--- src/rtl/tkr_pkg.sv ---
// Shared types and constants for the two-key top-k ranking table.
`default_nettype none

package tkr_pkg;

  // Field widths of one record
  localparam int TAG_W     = 16;
  localparam int ATTEMPT_W = 8;
  localparam int MS_W      = 24;
  localparam int RANK_W    = 6;

  // Default table depth
  localparam int TABLE_DEPTH_DEF = 10;

  typedef struct packed {
    logic [TAG_W-1:0]     tag;
    logic [ATTEMPT_W-1:0] attempts;
    logic [MS_W-1:0]      ms;
  } rec_t;

  // Per-cycle control broadcast to every cell
  typedef struct packed {
    logic insert;  // input transaction: place the new record, reload readout chain
    logic shift;   // output transaction: readout chain moves one cell toward cell 0
  } cell_ctl_t;

endpackage

`default_nettype wire

--- src/rtl/top_k_two_key_ranking_top.sv ---
// Top level of the two-key top-k ranking table: cell chain, count and readout control.
//
//   channel | handshake          | payload
//   --------+--------------------+-------------------------------------------------
//   input   | in_valid/in_stall  | player_tag, attempts, elapsed_ms
//   output  | out_valid/out_stall| rank_position, out_tag, out_attempts,
//           |                    | out_elapsed_ms, was_inserted, last_of_list
//
// An input transaction places its record at once: every cell compares in parallel
// and the chain shifts behind the insert point. The readout chain is loaded at the same
// edge and then gives one record per cycle while the output side does not stall,
// count records in all (at most TABLE_DEPTH).
// in_stall stays high from an input transaction until the last record is taken.
// Reset (rst, synchronous) empties the table; record contents are left as they are.
// Output stalls hold the current record; the readout chain moves only on a transaction.
`default_nettype none

module top_k_two_key_ranking_top #(
  parameter int TABLE_DEPTH = tkr_pkg::TABLE_DEPTH_DEF
) (
  input  wire logic                          clk,
  input  wire logic                          rst,
  input  wire logic                          in_valid,
  output logic                               in_stall,
  input  wire logic [tkr_pkg::TAG_W-1:0]     player_tag,
  input  wire logic [tkr_pkg::ATTEMPT_W-1:0] attempts,
  input  wire logic [tkr_pkg::MS_W-1:0]      elapsed_ms,
  output logic                               out_valid,
  input  wire logic                          out_stall,
  output logic [tkr_pkg::RANK_W-1:0]         rank_position,
  output logic [tkr_pkg::TAG_W-1:0]          out_tag,
  output logic [tkr_pkg::ATTEMPT_W-1:0]      out_attempts,
  output logic [tkr_pkg::MS_W-1:0]           out_elapsed_ms,
  output logic                               was_inserted,
  output logic                               last_of_list
);

  localparam int CNT_W = $clog2(TABLE_DEPTH + 1);
  localparam int CMP_W = tkr_pkg::RANK_W + 1;

  tkr_pkg::cell_ctl_t ctl;
  tkr_pkg::rec_t      fresh;
  tkr_pkg::rec_t      recs  [TABLE_DEPTH];
  tkr_pkg::rec_t      rds   [TABLE_DEPTH];
  logic               takes [TABLE_DEPTH];
  logic               valids[TABLE_DEPTH];

  logic                      busy;
  logic [CNT_W-1:0]          count;
  logic [tkr_pkg::RANK_W-1:0] pos;
  logic                      inserted;
  logic                      in_xfer;
  logic                      out_xfer;
  logic                      accept;

  assign in_xfer  = in_valid && !in_stall;
  assign out_xfer = out_valid && !out_stall;
  assign in_stall = busy;

  assign fresh.tag      = player_tag;
  assign fresh.attempts = attempts;
  assign fresh.ms       = elapsed_ms;

  assign ctl.insert = in_xfer;
  assign ctl.shift  = out_xfer;

  // Last cell changes only if the table has room or its record is beaten
  assign accept = takes[TABLE_DEPTH-1];

  // Cell chain
  for (genvar i = 0; i < TABLE_DEPTH; i++) begin : g_cell
    tkr_pkg::rec_t left_rec;
    tkr_pkg::rec_t right_rd;
    logic          left_take;
    logic          left_valid;

    if (i == 0) begin : g_head
      assign left_rec   = '0;
      assign left_take  = 1'b0;
      assign left_valid = 1'b0;
    end else begin : g_body
      assign left_rec   = recs[i-1];
      assign left_take  = takes[i-1];
      assign left_valid = valids[i-1];
    end

    if (i == TABLE_DEPTH - 1) begin : g_tail
      assign right_rd = '0;
    end else begin : g_inner
      assign right_rd = rds[i+1];
    end

    tkr_cell u_cell (
      .clk       (clk),
      .rst       (rst),
      .ctl       (ctl),
      .fresh     (fresh),
      .left_take (left_take),
      .left_rec  (left_rec),
      .left_valid(left_valid),
      .right_rd  (right_rd),
      .take      (takes[i]),
      .rec       (recs[i]),
      .valid     (valids[i]),
      .rd        (rds[i])
    );
  end

  // Record count, readout position and busy flag
  always_ff @(posedge clk) begin
    if (rst) begin
      busy  <= 1'b0;
      count <= '0;
      pos   <= '0;
    end else if (in_xfer) begin
      busy <= 1'b1;
      pos  <= '0;
      if (accept && (count != CNT_W'(TABLE_DEPTH))) begin
        count <= count + CNT_W'(1);
      end
    end else if (out_xfer) begin
      pos <= pos + tkr_pkg::RANK_W'(1);
      if (last_of_list) begin
        busy <= 1'b0;
      end
    end
  end

  // Insert flag held for the whole readout
  always_ff @(posedge clk) begin
    if (in_xfer) begin
      inserted <= accept;
    end
  end

  // Result payload straight from the head of the readout chain
  assign out_valid      = busy;
  assign rank_position  = pos;
  assign out_tag        = rds[0].tag;
  assign out_attempts   = rds[0].attempts;
  assign out_elapsed_ms = rds[0].ms;
  assign was_inserted   = inserted;
  assign last_of_list   = (CMP_W'(pos) + CMP_W'(1)) == CMP_W'(count);

`ifndef SYNTHESIS
  // Count never passes the table depth
  a_count_bound: assert property (@(posedge clk) disable iff (rst)
    count <= CNT_W'(TABLE_DEPTH))
    else $error("record count above table depth");

  // Every input transaction starts a readout
  a_readout_start: assert property (@(posedge clk) disable iff (rst)
    in_xfer |=> (out_valid && (pos == '0)))
    else $error("no readout after input transaction");

  // A readout never runs on an empty table
  a_nonempty: assert property (@(posedge clk) disable iff (rst)
    out_valid |-> (count != '0))
    else $error("readout with empty table");

  // Taking the last record ends the readout
  a_readout_end: assert property (@(posedge clk) disable iff (rst)
    (out_xfer && last_of_list) |=> !out_valid)
    else $error("readout continues past last record");
`endif

endmodule

`default_nettype wire

--- src/rtl/tkr_cell.sv ---
// One cell of the sorted record chain with its readout stage.
`default_nettype none

module tkr_cell (
  input  wire logic              clk,
  input  wire logic              rst,
  input  wire tkr_pkg::cell_ctl_t ctl,
  input  wire tkr_pkg::rec_t     fresh,
  input  wire logic              left_take,
  input  wire tkr_pkg::rec_t     left_rec,
  input  wire logic              left_valid,
  input  wire tkr_pkg::rec_t     right_rd,
  output logic                   take,
  output tkr_pkg::rec_t          rec,
  output logic                   valid,
  output tkr_pkg::rec_t          rd
);

  tkr_pkg::rec_t rec_next;
  logic          valid_next;
  logic          better;

  // New record strictly better than the held one
  assign better = (fresh.attempts < rec.attempts) ||
                  ((fresh.attempts == rec.attempts) && (fresh.ms < rec.ms));

  // Empty cell or beaten record: this cell changes on insert
  assign take = !valid || better;

  // Insert point takes the new record, cells behind it take the left neighbor
  always_comb begin
    rec_next   = rec;
    valid_next = valid;
    if (ctl.insert && take) begin
      if (left_take) begin
        rec_next   = left_rec;
        valid_next = left_valid;
      end else begin
        rec_next   = fresh;
        valid_next = 1'b1;
      end
    end
  end

  // Occupancy flag
  always_ff @(posedge clk) begin
    if (rst) begin
      valid <= 1'b0;
    end else begin
      valid <= valid_next;
    end
  end

  // Record and readout copy
  always_ff @(posedge clk) begin
    rec <= rec_next;
    if (ctl.insert) begin
      rd <= rec_next;
    end else if (ctl.shift) begin
      rd <= right_rd;
    end
  end

endmodule

`default_nettype wire
--- config.mk ---
export PLATFORM = sky130hd
export DESIGN_NAME = top_k_two_key_ranking_top
export DESIGN_NICKNAME = d
export VERILOG_FILES = /design/src/rtl/tkr_pkg.sv /design/src/rtl/top_k_two_key_ranking_top.sv /design/src/rtl/tkr_cell.sv
export SDC_FILE = /design/constraint.sdc
export NUM_CORES = 2
export LEC_CHECK = 0
export ABC_AREA = 0
export BUFFER_PORTS_ARGS = -buffer_cell sky130_fd_sc_hd__buf_2
export CORE_MARGIN = 1.5
export CORE_UTILIZATION = 25
export CTS_CLUSTER_DIAMETER = 40
export DETAILED_ROUTE_END_ITERATION = 8
export PLACE_DENSITY = 0.49
export SLEW_MARGIN = 20
export SYNTH_ARGS = -nofsm -noshare
export SYNTH_HDL_FRONTEND = slang
export SYNTH_SLANG_ARGS = --single-unit
--- constraint.sdc ---
create_clock -name clk -period 41.6 [get_ports clk]
set_input_delay 8.32 -clock clk [delete_from_list [all_inputs] [get_ports clk]]
set_output_delay 8.32 -clock clk [all_outputs]
set_load 0.01 [all_outputs]
==> results.toml <==
[status]
run_status = "finished, final reports clean"

[die]
die_width_um = 452.0
die_area_um2 = 204300
fp.dieH_um = 452.0
pin_count = 110
rows = 164
start_util_pct = 25.19
fp.coreArea_um2 = 200100

[run]
drv_cap = 0

[clock_network]
cts_buffers = 161
worst_skew_pair.late_latency_ns = 0.79
htree_levels = 4
postCtsSetupRepairBufs = 0
cts_resized = 0
clock-sinks = 982
clk_pin_slew_ns = 0.05
tritoncts = "yes"
hold_buffers = 0
cts_max_path_buffers = 3
root_buffer = "clkbuf_16"

[critical_path]
end_kind = "flop"
worst_ep_arrival_time_ns = 13.85
critPathMaxFanout = 100
reg2reg_depth = 11
required_ns = 42.07
regToRegStartpoint = "g_cell[4].u_cell.rec[23]"
critPathKind = "primary input to flop"
ff2ff_setup_slack_ns = 35.73
regToRegEndpoint = "g_cell[4].u_cell.rd[1]"
start_kind = "primary input"

[power]
vdd.ir_drop.worst_uv = 35.79
power.density_nw_per_um2 = 66.17
total_power_uw = 3887
leakagePower_uw = 0.02315

[yosys]
synth.distinct_cells = 67
synth_warnings = 0
synth-edff-count = 481
ys.flop_type = "dfxtp_1"
syn_inst = 5422
synth_seq_cells = 982
ys_async_sr_fraction_pct = 0
avgSynthCellArea_um2 = 9.294
ys_seq_area_share_pct = 48.57
syn-num-nets = 5787
syn_area_um2 = 50390

[sta]
min_period_ns = 13.38
finalSetupTns_ns = 0
timing.fmax_ghz = 0.07474
setup_viol = 0
relSlewSlack_pct = 17.43
max_slew.worst_pin.slew_ns = 1.238
whs_ns = 0.4569
rsz0062_at_grt = "no"
min_period_over_period_pct = 32.16
fin_skew_ns = 0.04578
slew_viol_final = 0
hold_viol_final = 0

[finish]
final_core_util_pct = 29.36
drive_above_1_share_pct = 9.576
finalNonFillerCells = 8132
most-common-layout-cells = "o21ai_0, nand2_1, dfxtp_1"
area_growth_pct = 16.58
fin_nets = 5698
final_common_cell = "o21ai_0"

[routing]
avgViaCountPerCell = 4.830
drtAntennaViolNets = 0
drt_first_pass_iters = 5
num_vias = 39280
drtIter0Drc = 2834
routed_wirelength_um = 151900
wl_per_cell_um = 18.68
drcViolationCount = 0

[placed_design]
dp_cells = 7826
gp_congestion = 0.8288
portBuffers = 109
hpwl_um = 98680

[global_routing]
grt_pass1_vias = 38230
grtUsageTotal_pct = 14.60
antenna_found_initial = 23
grt_start_max_net_pins = 178
grt_pass1_wl_um = 232600
grt_overflow = 0

[hold_path]
hold_class = "flop to flop"
hold_start = "g_cell[5].u_cell.rec[23]"
min_to = "g_cell[5].u_cell.rec[23]"
min_path_cells = 2
-- cells by family after synthesis --
logic type	Yosys count	share of synthesized area, %
multiplexers	328	6.632
flip-flops	982	48.57
XOR/XNOR	9	0.1564
adder cells (fa/ha/maj)	313	7.772
AO/OA/AOI/OAI	1719	19.27
AND/OR/NAND/NOR	1343	11.63
buffers and inverters	728	5.974
-- metrics by stage --
step           instance area [um2]  setup WS [ns]
2_1_floorplan                50390          20.64
3_3_place_gp                 53120          27.13
3_5_place_dp                 53130          27.40
4_1_cts                      58730          28.26
5_1_grt                      58740          27.87
6_report                     58750          28.22
-- critical path, cell delays in order --
cell      delay [ns]
buf_2           0.40
ha_1            0.28
nand4_1         0.37
nor4_2          0.82
o211ai_1        0.18
a21oi_1         0.56
o311a_4         0.52
buf_4           0.65
nand2b_4        0.52
buf_4           0.72
o21ai_0         0.22
-- synthesized netlist by cell type, drive strengths merged, types with 3 or more instances --
library cell  number  area (um2)
a2111oi           10       93.84
a211o              3       26.28
a211oi            13       97.59
a21o              37       277.8
a21oi            501        2511
a221o              5       50.05
a221oi             8       76.32
a22oi             96       720.7
a31oi            102       644.4
and2               5       31.28
and3             102       638.1
and4               8       70.07
buf              142       802.0
clkbuf           275        1041
dfxtp            501       10030
edfxtp           481       14440
ha               313        3916
inv              311        1167
mux2              47       529.3
mux2i            281        2813
nand2            669        2516
nand2b            15       93.84
nand3            117       585.6
nand4             34       212.7
nand4b             4       35.03
nor2             274        1028
nor2b             16       100.1
nor3              77       385.4
nor3b              7       52.55
nor4               7       50.05
o2111ai            6       52.55
o211ai            90       675.7
o21a               8       60.06
o21ai            782        3914
o31a              33       289.0
o31ai              9       67.56
xnor2              4       35.03
xor2               5       43.79
-- report_power, final --
| part | switching (uW) | internal, uW | total, uW |
|---|---|---|---|
| clock | 526 | 861 | 1390 |
| combinational | 632 | 362 | 994 |
| sequential | 169 | 1340 | 1510 |
-- worst max-delay path by stage --
stage | startpoint | to | slack (ns)
after floorplan | in_valid | g_cell[0].u_cell.rd[0] | 20.64
after global routing | elapsed_ms[23] | g_cell[4].u_cell.rd[44] | 27.87
after detailed placement | elapsed_ms[23] | g_cell[4].u_cell.rd[36] | 27.40
final | elapsed_ms[23] | g_cell[4].u_cell.rd[1] | 28.22
after global placement | elapsed_ms[23] | g_cell[4].u_cell.rd[38] | 27.13
after CTS | elapsed_ms[23] | g_cell[4].u_cell.rd[36] | 28.26
-- metal layers --
metal / global-route usage, % / routed length, um / vias to the layer above / share of wire (%)
met4: 5.698 / 5054 / 24 / 3.3
met2: 23.30 / 68480 / 844 / 45
met1: 19.19 / 70030 / 18790 / 46
li1: - / - / 19370 / -
met5: 0 / 126 / - / 0.083
met3: 3.116 / 8195 / 246 / 5.4
-- cell type report --
| class | instances | area [um2] |
|---|---|---|
| Fill cell | 20830 | 141300 |
| Sequential cell | 982 | 24470 |
| Multi-Input combinational cell | 3712 | 23150 |
| Clock buffer | 198 | 4339 |
| Tap cell | 2656 | 3323 |
| Clock inverter | 104 | 1264 |
| Inverter | 311 | 1175 |
| Timing Repair Buffer | 165 | 1016 |
| Antenna cell | 4 | 10.01 |
-- registers in the layout (all words and copies together) (netlist names) --
register / cells
count: 4
g_cell.u_cell.rd: 480
g_cell.u_cell.rec: 480
g_cell.u_cell.valid: 10
in_stall: 1
rank_position: 6
was_inserted: 1
No activity file was read; power rests on OpenSTA's default activity.
